<file path="src/hdl/kmer_fingerprint_dedup_defines.svh">
// Assertion macros shared by the k-mer fingerprint dedup RTL.
// Depends on nothing; included by files that carry assertions.
`ifndef KMER_FINGERPRINT_DEDUP_DEFINES_SVH
`define KMER_FINGERPRINT_DEDUP_DEFINES_SVH

// Same-cycle implication, disabled during reset
`define KFD_ASSERT_NOW(label, clk, rst_n, ante, cons) \
    label: assert property (@(posedge clk) disable iff (!(rst_n)) (ante) |-> (cons)) \
        else $error("kfd same-cycle check failed");

// Next-cycle implication, disabled during reset
`define KFD_ASSERT_NEXT(label, clk, rst_n, ante, cons) \
    label: assert property (@(posedge clk) disable iff (!(rst_n)) (ante) |=> (cons)) \
        else $error("kfd next-cycle check failed");

`endif

</file>
<file path="src/hdl/kfd_pkg.sv">
// Shared types and constants for the k-mer fingerprint dedup block.
// No dependencies; imported by the interfaces and all modules.
package kfd_pkg;

    localparam int MAX_KMER     = 16;
    localparam int MAX_READ_LEN = 65536;

    localparam int CHAR_W = 8;
    localparam int CODE_W = 32;
    localparam int POS_W  = 16;
    localparam int KLEN_W = 5;
    localparam int RUN_W  = 5;

    // Largest usable k and the position saturation point
    localparam int K_TOP = (MAX_KMER < 16) ? ((MAX_KMER < 1) ? 1 : MAX_KMER) : 16;
    localparam int POS_CAP = ((MAX_READ_LEN - 1) < 65535) ? (MAX_READ_LEN - 1) : 65535;

    // Base characters, both cases
    localparam logic [CHAR_W-1:0] CHAR_A_UC = 8'h41;
    localparam logic [CHAR_W-1:0] CHAR_C_UC = 8'h43;
    localparam logic [CHAR_W-1:0] CHAR_G_UC = 8'h47;
    localparam logic [CHAR_W-1:0] CHAR_T_UC = 8'h54;
    localparam logic [CHAR_W-1:0] CHAR_A_LC = 8'h61;
    localparam logic [CHAR_W-1:0] CHAR_C_LC = 8'h63;
    localparam logic [CHAR_W-1:0] CHAR_G_LC = 8'h67;
    localparam logic [CHAR_W-1:0] CHAR_T_LC = 8'h74;

    typedef enum logic [1:0] {
        BASE_A = 2'd0,
        BASE_C = 2'd1,
        BASE_G = 2'd2,
        BASE_T = 2'd3
    } t_base;

    // Decoded character
    typedef struct packed {
        logic  valid;
        t_base code;
    } t_base_info;

endpackage

</file>
<file path="src/hdl/kfd_channels.sv">
// Valid/ready channel interfaces for input and result words.
// Depends on kfd_pkg.
interface kfd_in_if;
    import kfd_pkg::*;

    logic              valid;
    logic              ready;
    logic [CHAR_W-1:0] base_char;
    logic              read_start;

    modport source (output valid, output base_char, output read_start, input ready);
    modport sink   (input valid, input base_char, input read_start, output ready);
endinterface

interface kfd_out_if;
    import kfd_pkg::*;

    logic              valid;
    logic              ready;
    logic [CODE_W-1:0] kmer_code;
    logic [POS_W-1:0]  start_pos;

    modport source (output valid, output kmer_code, output start_pos, input ready);
    modport sink   (input valid, input kmer_code, input start_pos, output ready);
endinterface

</file>
<file path="src/hdl/kfd_base_decode.sv">
// Character to 2-bit base decoder, case-insensitive ACGT.
// Depends on kfd_pkg.
module kfd_base_decode (
    input  logic [kfd_pkg::CHAR_W-1:0] i_char,
    output kfd_pkg::t_base_info        o_info
);
    import kfd_pkg::*;

    // Anything outside ACGT/acgt is a break in the run
    always_comb begin
        o_info.valid = 1'b1;
        o_info.code  = BASE_A;
        case (i_char) inside
            CHAR_A_UC, CHAR_A_LC: o_info.code = BASE_A;
            CHAR_C_UC, CHAR_C_LC: o_info.code = BASE_C;
            CHAR_G_UC, CHAR_G_LC: o_info.code = BASE_G;
            CHAR_T_UC, CHAR_T_LC: o_info.code = BASE_T;
            default:              o_info.valid = 1'b0;
        endcase
    end

endmodule

</file>
<file path="src/hdl/kmer_fingerprint_dedup.sv">
// Top level of the rolling 2-bit k-mer encoder with duplicate suppression.
// Depends on kfd_pkg, kfd_channels, kfd_base_decode and the defines header.
//
// Usage:
//   i_in carries one read character per word (base_char, read_start);
//   read_start marks the first character of a new read and clears the
//   window, run count, position and last-emitted code.
//   o_out carries one k-mer per word (kmer_code, start_pos). A character
//   yields at most one word: only when the last k characters are all
//   bases and the code differs from the previous word of the same read.
//   i_cfg_we/i_cfg_wdata write kmer_len (0 acts as 1, above 16 as 16);
//   write only while the block is empty.
// Timing:
//   A character is captured in an input register, then processed into the
//   output register, where its result word, if any, is registered. One
//   character per cycle is sustained while o_out.ready stays high; the
//   combinational state update (shift, compare, counters) sets that.
// Stall: when o_out.ready is low the result word holds; one more character
//   is taken into the input register, then i_in.ready drops.
// Reset: synchronous active-low i_rst_n empties both registers, clears
//   the read state and sets kmer_len to 15.
`include "kmer_fingerprint_dedup_defines.svh"

module kmer_fingerprint_dedup (
    input  logic                       i_clk,
    input  logic                       i_rst_n,
    kfd_in_if.sink                     i_in,
    kfd_out_if.source                  o_out,
    input  logic                       i_cfg_we,
    input  logic [kfd_pkg::KLEN_W-1:0] i_cfg_wdata
);
    import kfd_pkg::*;

    localparam logic [KLEN_W-1:0] KLEN_RESET = KLEN_W'(15);
    localparam logic [KLEN_W-1:0] K_TOP_V    = KLEN_W'(K_TOP);
    localparam logic [POS_W-1:0]  POS_CAP_V  = POS_W'(POS_CAP);
    localparam logic [RUN_W-1:0]  RUN_MAX    = '1;

    // Configuration and read state
    logic [KLEN_W-1:0] r_kmer_len;
    logic [CODE_W-1:0] r_window, n_window;
    logic [RUN_W-1:0]  r_run, n_run;
    logic [POS_W-1:0]  r_char_pos, n_char_pos;
    logic [CODE_W-1:0] r_last, n_last;
    logic              r_emitted_any, n_emitted_any;

    // Input and output registers
    logic              r_in_valid;
    logic [CHAR_W-1:0] r_in_char;
    logic              r_in_start;
    logic              r_out_valid;
    logic [CODE_W-1:0] r_out_code, n_out_code;
    logic [POS_W-1:0]  r_out_pos, n_out_pos;

    logic              w_proc;
    logic              w_emit;
    logic [KLEN_W-1:0] w_k;
    logic [CODE_W-1:0] w_mask;
    logic [POS_W-1:0]  w_cur;
    logic [POS_W-1:0]  w_km1;
    t_base_info        w_base;

    kfd_base_decode u_decode (
        .i_char (r_in_char),
        .o_info (w_base)
    );

    // Handshake: process when the output slot is free or being drained
    assign w_proc      = r_in_valid && (!r_out_valid || o_out.ready);
    assign i_in.ready  = !r_in_valid || w_proc;
    assign o_out.valid = r_out_valid;
    assign o_out.kmer_code = r_out_code;
    assign o_out.start_pos = r_out_pos;

    // Effective k and window mask (shift by 32 gives an all-ones mask)
    always_comb begin
        w_k = r_kmer_len;
        if (w_k == '0) begin
            w_k = KLEN_W'(1);
        end else if (w_k > K_TOP_V) begin
            w_k = K_TOP_V;
        end
        w_mask = ~({CODE_W{1'b1}} << {w_k, 1'b0});
        w_km1  = POS_W'(w_k - KLEN_W'(1));
    end

    // Next read state and result word
    always_comb begin
        n_window      = r_in_start ? '0 : r_window;
        n_run         = r_in_start ? '0 : r_run;
        n_last        = r_in_start ? '0 : r_last;
        n_emitted_any = r_in_start ? 1'b0 : r_emitted_any;
        w_cur         = r_in_start ? '0 : r_char_pos;
        n_char_pos    = (w_cur < POS_CAP_V) ? w_cur + POS_W'(1) : w_cur;
        w_emit        = 1'b0;
        n_out_code    = n_window & w_mask;
        n_out_pos     = (w_cur >= w_km1) ? w_cur - w_km1 : '0;

        if (!w_base.valid) begin
            n_run = '0;
        end else begin
            n_window   = {n_window[CODE_W-3:0], w_base.code};
            n_out_code = n_window & w_mask;
            if (n_run != RUN_MAX) begin
                n_run = n_run + RUN_W'(1);
            end
            if (n_run >= w_k && (!n_emitted_any || n_out_code != n_last)) begin
                w_emit        = r_in_valid;
                n_last        = n_out_code;
                n_emitted_any = 1'b1;
            end
        end
    end

    // Control registers
    always_ff @(posedge i_clk) begin
        if (!i_rst_n) begin
            r_kmer_len    <= KLEN_RESET;
            r_in_valid    <= 1'b0;
            r_out_valid   <= 1'b0;
            r_window      <= '0;
            r_run         <= '0;
            r_char_pos    <= '0;
            r_last        <= '0;
            r_emitted_any <= 1'b0;
        end else begin
            if (i_cfg_we) begin
                r_kmer_len <= i_cfg_wdata;
            end
            if (i_in.ready) begin
                r_in_valid <= i_in.valid;
            end
            if (w_proc) begin
                r_out_valid   <= w_emit;
                r_window      <= n_window;
                r_run         <= n_run;
                r_char_pos    <= n_char_pos;
                r_last        <= n_last;
                r_emitted_any <= n_emitted_any;
            end else if (o_out.ready) begin
                r_out_valid <= 1'b0;
            end
        end
    end

    // Payload registers
    always_ff @(posedge i_clk) begin
        if (i_in.valid && i_in.ready) begin
            r_in_char  <= i_in.base_char;
            r_in_start <= i_in.read_start;
        end
        if (w_proc && w_emit) begin
            r_out_code <= n_out_code;
            r_out_pos  <= n_out_pos;
        end
    end

    // Checks
    `KFD_ASSERT_NEXT(a_emit_updates_last, i_clk, i_rst_n, w_proc && w_emit,
        r_out_valid && r_emitted_any && r_last == r_out_code)
    `KFD_ASSERT_NOW(a_emit_needs_full_run, i_clk, i_rst_n, w_emit, n_run >= w_k)
    `KFD_ASSERT_NEXT(a_start_restarts_pos, i_clk, i_rst_n, w_proc && r_in_start,
        r_char_pos == POS_W'(1) || POS_CAP_V == '0)
    `KFD_ASSERT_NOW(a_stall_only_when_full, i_clk, i_rst_n, !i_in.ready,
        r_in_valid && r_out_valid && !o_out.ready)

endmodule
</file>
<file path="src/flat_wrapper.sv">
// flat-port wrapper written by rule: the top's interface ports become plain ports
module kmer_fingerprint_dedup_flat import kfd_pkg::*;
  (i_clk, i_rst_n, i_cfg_we, i_cfg_wdata, i_in_valid, i_in_base_char, i_in_read_start, i_in_ready, o_out_valid, o_out_kmer_code, o_out_start_pos, o_out_ready);
  kfd_in_if i_in_i ();
  kfd_out_if o_out_i ();
  input  logic i_clk;
  input  logic i_rst_n;
  input  logic i_cfg_we;
  input  logic [kfd_pkg::KLEN_W-1:0] i_cfg_wdata;
  input wire logic [$bits(i_in_i.valid)-1:0] i_in_valid;
  input wire logic [$bits(i_in_i.base_char)-1:0] i_in_base_char;
  input wire logic [$bits(i_in_i.read_start)-1:0] i_in_read_start;
  output wire logic [$bits(i_in_i.ready)-1:0] i_in_ready;
  output wire logic [$bits(o_out_i.valid)-1:0] o_out_valid;
  output wire logic [$bits(o_out_i.kmer_code)-1:0] o_out_kmer_code;
  output wire logic [$bits(o_out_i.start_pos)-1:0] o_out_start_pos;
  input wire logic [$bits(o_out_i.ready)-1:0] o_out_ready;
  assign i_in_i.valid = i_in_valid;
  assign i_in_i.base_char = i_in_base_char;
  assign i_in_i.read_start = i_in_read_start;
  assign i_in_ready = i_in_i.ready;
  assign o_out_valid = o_out_i.valid;
  assign o_out_kmer_code = o_out_i.kmer_code;
  assign o_out_start_pos = o_out_i.start_pos;
  assign o_out_i.ready = o_out_ready;
  kmer_fingerprint_dedup u_core (.i_clk(i_clk), .i_rst_n(i_rst_n), .i_in(i_in_i), .o_out(o_out_i), .i_cfg_we(i_cfg_we), .i_cfg_wdata(i_cfg_wdata));
endmodule
</file>
<file path="config.mk">
export PLATFORM = sky130hd
export DESIGN_NAME = kmer_fingerprint_dedup_flat
export DESIGN_NICKNAME = d
export VERILOG_FILES = /design/src/hdl/kfd_pkg.sv /design/src/hdl/kfd_channels.sv /design/src/hdl/kfd_base_decode.sv /design/src/hdl/kmer_fingerprint_dedup.sv /design/src/flat_wrapper.sv
export VERILOG_INCLUDE_DIRS = /design/src /design/src/hdl
export SDC_FILE = /design/constraint.sdc
export NUM_CORES = 1
export LEC_CHECK = 0
export ABC_CLOCK_PERIOD_IN_PS = 5500
export BUFFER_PORTS_ARGS = -buffer_cell sky130_fd_sc_hd__clkbuf_2
export CORE_ASPECT_RATIO = 0.7
export CORE_MARGIN = 2
export CORE_UTILIZATION = 39
export DETAILED_ROUTE_END_ITERATION = 10
export SLEW_MARGIN = 20
export SYNTH_ARGS = -nofsm -noshare
export SYNTH_HDL_FRONTEND = slang
export SYNTH_SLANG_ARGS = --single-unit
</file>
<file path="constraint.sdc">
create_clock -name i_clk -period 5.5 [get_ports i_clk]
set_clock_uncertainty 0.15 [all_clocks]
set_input_delay 1.1 -clock i_clk [delete_from_list [all_inputs] [get_ports i_clk]]
set_output_delay 1.1 -clock i_clk [all_outputs]
set_load 0.02 [all_outputs]
</file>
# ---- Word-level counts from Yosys, hierarchy flattened
# Cells that the tools add are included.
dict set report word_totals {
  in_bits 19
  elab_cells 79
  reg_bits 150
  out_inout_bits 50
}
dict set report classes {
  muxes 29
  shift 1
  add_sub_neg 4
  order_cmp 4
  n_reduce_logical 16
  eq_ne 10
  n_bitwise 3
}
# operator count
set op_table {}
lappend op_table {{$mux W32} 6}
lappend op_table {{$and A32 B32 Y32} 2}
lappend op_table {{$eq A8 B7 Y1 const B} 8}
lappend op_table {{$mux W16} 2}
lappend op_table {{$ne A32 B32 Y1} 1}
lappend op_table {{$not A32 Y32} 1}
lappend op_table {{$shl A32 B6 Y32 const A} 1}
lappend op_table {{$mux W5} 6}
lappend op_table {{$add A16 B1 Y16 const B} 1}
lappend op_table {{$ge A16 B16 Y1} 1}
lappend op_table {{$lt A16 B16 Y1 const B} 1}
lappend op_table {{$sub A16 B16 Y16} 1}
lappend op_table {{$mux W1} 11}
lappend op_table {{$mux W2} 4}
lappend op_table {{$reduce_or A2 Y1} 4}
lappend op_table {{$sub A5 B1 Y6 const B} 1}
lappend op_table {{$add A5 B1 Y5 const B} 1}
lappend op_table {{$ge A5 B5 Y1} 1}
lappend op_table {{$gt A5 B5 Y1 const B} 1}
lappend op_table {{$logic_not A5 Y1} 1}
lappend op_table {{$ne A5 B5 Y1 const B} 1}
lappend op_table {{$logic_and A1 B1 Y1} 4}
lappend op_table {{$logic_not A1 Y1} 3}
lappend op_table {{$logic_or A1 B1 Y1} 3}
lappend op_table {{$reduce_bool A2 Y1} 1}

# ---- Longest topological paths before layout
dict set report logic_depth {
  word_depth 13
  mapped_depth 21
  ltp_nobuf 15
}

# ---- Modules after synthesis
# From an unflattened synthesis, not the netlist that was laid out.
dict set report hier_totals {
  hier_cells 808
  hier_area_um2 7754.9
}
# module seq_area_each_um2 n_inst area_each_um2 cells_each
set by_module_without_submodules {}
lappend by_module_without_submodules {kmer_fingerprint_dedup 3573.4 1 7669.9 797}
lappend by_module_without_submodules {kfd_base_decode 0.0 1 85.1 11}

# ---- Least setup slack after synthesis
# Ideal clock, no wire load.
dict set report synth_timing {
  path_type {register to register}
  start {register u_core.r_in_start}
  end {register u_core.r_out_code[0] (netlist: u_core.o_out.kmer_code[0]) (enable)}
  setup_time_ns 0.402
  path_slack_ns 0.351
  stages_incl_launch_ff 20
  arrival_time_ns 4.597
  synth_period_minus_slack_ns 5.149
  t_required_ns 4.948
  path_buffers 5
  cell_sequence {edfxtp_1 > buf_2 > buf_1 > buf_4 > clkbuf_1 > buf_1 > nor2b_1 > ha_1 > nand3_1 > or3_1 > mux2_2 > ha_1 > nand2b_1 > a21o_1 > a21o_1 > a21o_1 > a21o_1 > o21a_1 > nand2_1 > inv_1}
}
dict set report synth_via {
  elab_chain_len 9
  word_cells_on_any_way 17
  cone_classes {add/sub (1); order compare (1); eq/ne (2); mux (8); bitwise (1); reduce/logical (4)}
}
# element line_no
set synth_lines {}
lappend synth_lines {{start: declaration} kmer_fingerprint_dedup.sv:50} ;# logic r_in_start;
lappend synth_lines {{start signal: assignment} kmer_fingerprint_dedup.sv:150} ;# r_in_start <= i_in.read_start;
lappend synth_lines {{$mux W5} kmer_fingerprint_dedup.sv:90} ;# n_run = r_in_start ? '0 : r_run;
lappend synth_lines {{$add A5 B1 Y5 or $ne A5 B5 Y1 (tied branches)} {kmer_fingerprint_dedup.sv:105, kmer_fingerprint_dedup.sv:104}}
lappend synth_lines {{$mux W5} kmer_fingerprint_dedup.sv:104} ;# if (n_run != RUN_MAX) begin
lappend synth_lines {{$mux W5} kmer_fingerprint_dedup.sv:99} ;# if (!w_base.valid) begin
lappend synth_lines {{$ge A5 B5 Y1} kmer_fingerprint_dedup.sv:107} ;# if (n_run >= w_k && (!n_emitted_any || n_out_code != n_last)) begin
lappend synth_lines {{$logic_and A1 B1 Y1 (*)} kmer_fingerprint_dedup.sv:107}
lappend synth_lines {{$mux W1 (*)} kmer_fingerprint_dedup.sv:107}
lappend synth_lines {{$mux W1 (*)} kmer_fingerprint_dedup.sv:99}
lappend synth_lines {{$logic_and A1 B1 Y1 (*)} kmer_fingerprint_dedup.sv:152} ;# if (w_proc && w_emit) begin
lappend synth_lines {{end signal: assignment} kmer_fingerprint_dedup.sv:153} ;# r_out_code <= n_out_code;
lappend synth_lines {{end: declaration} kmer_fingerprint_dedup.sv:52} ;# logic [CODE_W-1:0] r_out_code, n_out_code;
# Every way passes the cells marked *; elsewhere a longest branch is shown, timed or not. The select of a mux whose other input is x is not followed.
# A chain may end at the register's enable or synchronous reset.

# ---- Worst setup path in the final report
dict set report layout_timing {
  start {register u_core.r_kmer_len[1]}
  end {register u_core.r_out_pos[10] (netlist: u_core.o_out.start_pos[10]) (enable)}
}
dict set report layout_via {
  elab_chain_len 12
  word_cells_on_any_way 14
  cone_classes {order compare (2); eq/ne (1); shift (1); mux (4); bitwise (2); reduce/logical (4)}
}
# element line_no
set layout_lines {}
lappend layout_lines {{start: declaration} kmer_fingerprint_dedup.sv:40} ;# logic [KLEN_W-1:0] r_kmer_len;
lappend layout_lines {{start signal: assignment} kmer_fingerprint_dedup.sv:128} ;# r_kmer_len <= i_cfg_wdata;
lappend layout_lines {{$gt A5 B5 Y1} kmer_fingerprint_dedup.sv:80} ;# end else if (w_k > K_TOP_V) begin
lappend layout_lines {{$mux W5} kmer_fingerprint_dedup.sv:80}
lappend layout_lines {{$mux W5 (*)} kmer_fingerprint_dedup.sv:78} ;# if (w_k == '0) begin
lappend layout_lines {{$shl A32 B6 Y32} kmer_fingerprint_dedup.sv:83} ;# w_mask = ~({CODE_W{1'b1}} << {w_k, 1'b0});
lappend layout_lines {{$not A32 Y32} kmer_fingerprint_dedup.sv:83}
lappend layout_lines {{$and A32 B32 Y32} kmer_fingerprint_dedup.sv:103} ;# n_out_code = n_window & w_mask;
lappend layout_lines {{$ne A32 B32 Y1} kmer_fingerprint_dedup.sv:107}
lappend layout_lines {{$logic_or A1 B1 Y1} kmer_fingerprint_dedup.sv:107}
lappend layout_lines {{$logic_and A1 B1 Y1 (*)} kmer_fingerprint_dedup.sv:107}
lappend layout_lines {{$mux W1 (*)} kmer_fingerprint_dedup.sv:107}
lappend layout_lines {{$mux W1 (*)} kmer_fingerprint_dedup.sv:99}
lappend layout_lines {{$logic_and A1 B1 Y1 (*)} kmer_fingerprint_dedup.sv:152}
lappend layout_lines {{end signal: assignment} kmer_fingerprint_dedup.sv:154} ;# r_out_pos <= n_out_pos;
lappend layout_lines {{end: declaration} kmer_fingerprint_dedup.sv:53} ;# logic [POS_W-1:0] r_out_pos, n_out_pos;
# Every way passes the cells marked *; elsewhere a longest branch is shown, timed or not.

==> results.md <==
STA:
- The maximum clock rate is 221 MHz.
- The number of pins with negative max-slew slack in the final report was 0.
- The number of failing setup endpoints in the final timing report is 0.
- For the pin with the worst max-slew slack, the measured transition is 0.946 ns.
- The number of hold violations in the final report is 0.
- Adding up every negative setup slack in the final design gives 0 ns.
- Setup repair after global routing left no endpoint under its margin.
- The share of the clock period used by the worst path after layout is 82.2%.
- Measured against its own limit, the worst slew margin works out to 36.3%.
- The post-route minimum period is 4.52 ns.

Pwr:
- The logic gate share of total power is 6.9%.
- For this design the static power due to leakage is 3.54 nW.
- Net switching is 24.5% of the power.
- Registers are responsible for 45.0% of the overall power.
- The internal power contribution is 1.93 mW.
- The maximum resistive drop on vdd is 152 µV.
- The design draws 2.56 mW.
- The clock network is responsible for 48.1% of the overall power.
- The switching power summed over all nets is 0.627 mW.
- The areal power density over the cells is 281 nW/µm².

Final layout:
- Leaving out fill and tap cells, the most frequent cell in the layout is sky130_fd_sc_hd__nor2_1.
- The area growth from synthesis to layout is 15.6%.
- Leaving out fill and tap cells, the most frequent cells in the layout are 97 x sky130_fd_sc_hd__nor2_1, 93 x sky130_fd_sc_hd__dfxtp_1, 67 x sky130_fd_sc_hd__clkbuf_2, 56 x sky130_fd_sc_hd__nand2_1, 56 x sky130_fd_sc_hd__edfxtp_1.
- The number of nets in the final layout is 948.
- The number of antenna diodes in the final layout is 0.
- The layout cell share with drive strength beyond 1 is 15.1%.
- The final standard cell utilization of the core is 46.0%.

Placed design:
- At the end of routability-driven placement, the weighted congestion stood at 0.807.
- The count of buffers added on input and output ports is 67.
- The detailed placer's ending HPWL is 13,600 µm.

Clock tree:
- Buffers inserted to repair hold after CTS numbered 0.
- The library cell used as clock root buffer is sky130_fd_sc_hd__clkbuf_16.
- The clock latency on the worst-skew pair is 0.43 ns.
- TritonCTS built the clock tree.
- The H-tree depth is 4.
- The clock slew seen by the registers of the worst setup and hold paths is 0.06 ns.
- The total setup buffers inserted after CTS is 0.
- Gates resized during post-CTS repair numbered 0.
- The number of clock sinks is 149.
- Counting along the longest clock path gives a buffer depth of 2.
- The CTS buffer count is 17.

Floorplanning:
- Once the floorplan was initialized, standard cells occupied 39.8% of the core.
- The floorplan has 43 rows.
- The die covers 21,400 µm².
- In this run the count of I/O pins placed on the die edge is 69.
- The die boundary width is 174 µm.
- The die is 123 µm tall.
- The area of the core is 19,800 µm².

Global route:
- Global routing used 19.8% of the available tracks.
- The number of antenna violations at the first check in global routing was 0.
- Summed over all layers, the global routing overflow is 0.
- Entering global routing, the biggest net connects 60 pins.
- The first-pass GRT wire length is 32,900 µm.
- The via count of the first global-routing pass is 5,895.

Drt:
- In the final routed layout, each cell accounts on average for 17.3 µm.
- The iteration count of the initial detailed-routing pass is 5.
- The total via count in the routed design is 6,547.
- The number of violations reported at the end of detailed-routing iteration 0 is 617.
- The count of nets left with antenna violations after detail routing is 0.
- For this run, design rule violations remaining after detail routing come to 0.
- Summed over all layers, the routed wires come to 20,500 µm.
- The via-per-instance ratio is 5.52.

Logic synthesis:
- Yosys printed 0 warnings.
- A synthesized cell averages 9.40 µm².
- The main combinational cell family by area after synthesis is simple AND/OR/NAND/NOR gates.
- The most instantiated flip-flop cell in the synthesis netlist is sky130_fd_sc_hd__dfxtp_1.
- The post-synthesis compound-gate area fraction is 18.3%.
- After synthesis, the share of cell area in mux cells is 3.61%.
- The post-synth design cell area is 7880 µm².
- The number of library cell types mapped by synthesis is 76.
- The synthesized-area fraction occupied by xor and xnor cells is 3.56%.
- The share of synthesized area occupied by flip-flops and latches is 45.0%.
- The cell count after synthesis came out at 838.
- Of all flip-flops after synthesis, the portion carrying an async set or reset was 0%.
- Of the total synthesized cell area, the portion taken by AND, OR, NAND and NOR gates is 21.1%.
- The post-synthesis adder-cell area fraction is 4.23%.
- The flop and latch count out of synthesis is 149.
- The number of synthesized flops with an enable pin is 56.

Critical path:
- The worst setup path is launched from a flip-flop.
- STA classifies the critical path endpoint as a flip-flop.
- The critical path goes through or4_1, o21ai_0, inv_1, ha_1, nand3b_1, a21oi_1, a32oi_1, nor4b_1, nand4_1, o21a_1, nand2_1, inv_2, buf_4.
- The highest net fanout along the worst path is 28.
- The slowest cell on the critical path is sky130_fd_sc_hd__or4_1.
- The signal arrival time at the worst endpoint is 4.47 ns.
- The worst setup path is of the flip-flop to flip-flop kind.
- The required time of the critical path is 5.44 ns.
- The largest single stage delay on the critical path is 0.67 ns.

Run status:
- The run finished with clean final reports.

Min path:
- The worst min-delay path class is flip-flop to flip-flop.

Run:
- Across the run, the number of max-cap violations was 0.
==> path summary, 6_finish.rpt <==
kind | start | depth (start not counted) | endpoint | slack (ns)
worst max register to register | u_core.r_kmer_len[1]$_SDFFE_PN1P_ | 13 | u_core.o_out.start_pos[10]$_SDFFCE_PN0P_ | 0.98
worst min-delay path | u_core.r_char_pos[14]$_SDFFE_PN0P_ | 2 | u_core.r_char_pos[14]$_SDFFE_PN0P_ | 0.30
worst min register to register | u_core.r_char_pos[14]$_SDFFE_PN0P_ | 2 | u_core.r_char_pos[14]$_SDFFE_PN0P_ | 0.30
worst max-delay path | u_core.r_kmer_len[1]$_SDFFE_PN1P_ | 13 | u_core.o_out.start_pos[10]$_SDFFCE_PN0P_ | 0.98
==> per-stage QoR <==
step                worst slack, ns  hold slack [ns]  area (µm²)  instances
floorplan                     0.351            0.277        7920        849
global placement               1.16            0.286        8500       1154
detailed placement             1.14            0.295        8500       1154
CTS                            1.10            0.303        9110       1186
global route                  0.765            0.330        9110       1186
finish                        0.977            0.301        9110       1186
==> sequential cells by signal, summed over array words and instances (netlist names) <==
signal	count
u_core.o_out.kmer_code	32
u_core.r_last	32
u_core.r_char_pos	16
u_core.r_kmer_len	5
u_core.r_in_valid	1
u_core.r_in_char	7
u_core.r_run	5
u_core.r_window	32
u_core.r_emitted_any	1
u_core.r_in_start	1
u_core.o_out.valid	1
u_core.o_out.start_pos	16
==> power by group through the flow <==
stage	registers, mW	clock network, mW	logic, mW
global placement	1.18	0	0.173
finish	1.15	1.23	0.176
CTS	1.15	1.25	0.175
global route	1.16	1.30	0.195
detailed placement	1.18	0	0.174
floorplan	1.18	0	0.124
==> worst max-delay path: cells and delay by family, from the launching register on <==
kind | cells | cell delay (ns)
buffers and inverters | 3 | 0.63
AND/OR/NAND/NOR | 5 | 1.49
adder cells (fa/ha/maj) | 1 | 0.35
flip-flops | 1 | 0.31
AO/OA/AOI/OAI | 4 | 1.24
==> cells by family (layout without fill, tap and decap cells) <==
group,count (synthesis),after routing
AND/OR/NAND/NOR,326,326
other,1,12
XOR/XNOR,32,32
multiplexers,28,28
buffers and inverters,77,144
adder cells (fa/ha/maj),26,26
flip-flops,149,149
AO/OA/AOI/OAI,199,199
==> final cells by class <==
| type | count | area, µm² |
|---|---|---|
| fill | 1957 | 10700 |
| multi-input combinational | 623 | 4050 |
| sequential | 149 | 3540 |
| timing repair buffer | 82 | 448 |
| clock buffer | 19 | 443 |
| tap | 270 | 338 |
| clock inverter | 13 | 169 |
| inverter | 30 | 113 |
==> cells in the mapped netlist (3+ instances only) <==
cell type                  instances  area share, %
sky130_fd_sc_hd__or3_1             6           0.48
sky130_fd_sc_hd__o211ai_1          4           0.38
sky130_fd_sc_hd__or2_2             4           0.32
sky130_fd_sc_hd__nor4bb_1          3           0.38
sky130_fd_sc_hd__o31ai_1           3           0.29
sky130_fd_sc_hd__buf_6             3           0.43
sky130_fd_sc_hd__mux2_2            3           0.43
sky130_fd_sc_hd__ha_1             25            4.0
sky130_fd_sc_hd__o21ai_0          20            1.3
sky130_fd_sc_hd__nor4_1            4           0.32
sky130_fd_sc_hd__xor2_1           16            1.8
sky130_fd_sc_hd__and4_1            5           0.56
sky130_fd_sc_hd__a32o_1           22            2.8
sky130_fd_sc_hd__nand4_1           8           0.64
sky130_fd_sc_hd__nor3b_1           5           0.48
sky130_fd_sc_hd__buf_1             6           0.29
sky130_fd_sc_hd__nor3_1           38            2.4
sky130_fd_sc_hd__nand2b_1         14            1.1
sky130_fd_sc_hd__nand3b_1          3           0.29
sky130_fd_sc_hd__a22oi_1          32            3.1
sky130_fd_sc_hd__o21a_1            4           0.38
sky130_fd_sc_hd__dfxtp_1          93             24
sky130_fd_sc_hd__a31oi_1          11           0.87
sky130_fd_sc_hd__a211oi_1          7           0.67
sky130_fd_sc_hd__a21o_1            9           0.86
sky130_fd_sc_hd__nor2_1           97            4.6
sky130_fd_sc_hd__nand2_1          56            2.7
sky130_fd_sc_hd__clkbuf_1         30            1.4
sky130_fd_sc_hd__and3_1           11           0.87
sky130_fd_sc_hd__edfxtp_1         56             21
sky130_fd_sc_hd__xnor2_1          16            1.8
sky130_fd_sc_hd__and2_1            7           0.56
sky130_fd_sc_hd__nor2b_1          34            2.7
sky130_fd_sc_hd__nand3_1          20            1.3
sky130_fd_sc_hd__a21boi_0          6           0.57
sky130_fd_sc_hd__buf_2             6           0.38
sky130_fd_sc_hd__inv_1            29            1.4
sky130_fd_sc_hd__a22o_1            8           0.89
sky130_fd_sc_hd__mux2i_1          25            3.2
sky130_fd_sc_hd__a21oi_1          44            2.8
==> metal layers <==
metal	GRT usage, %	part of all wire, %	vias up
met5	0	0	-
met4	4.94	1.2	0
met3	4.70	6.1	20
met2	25.7	38	200
met1	31.9	54	3141
li1	-	-	3186
Note: power is estimated with default switching activity, not from simulation.
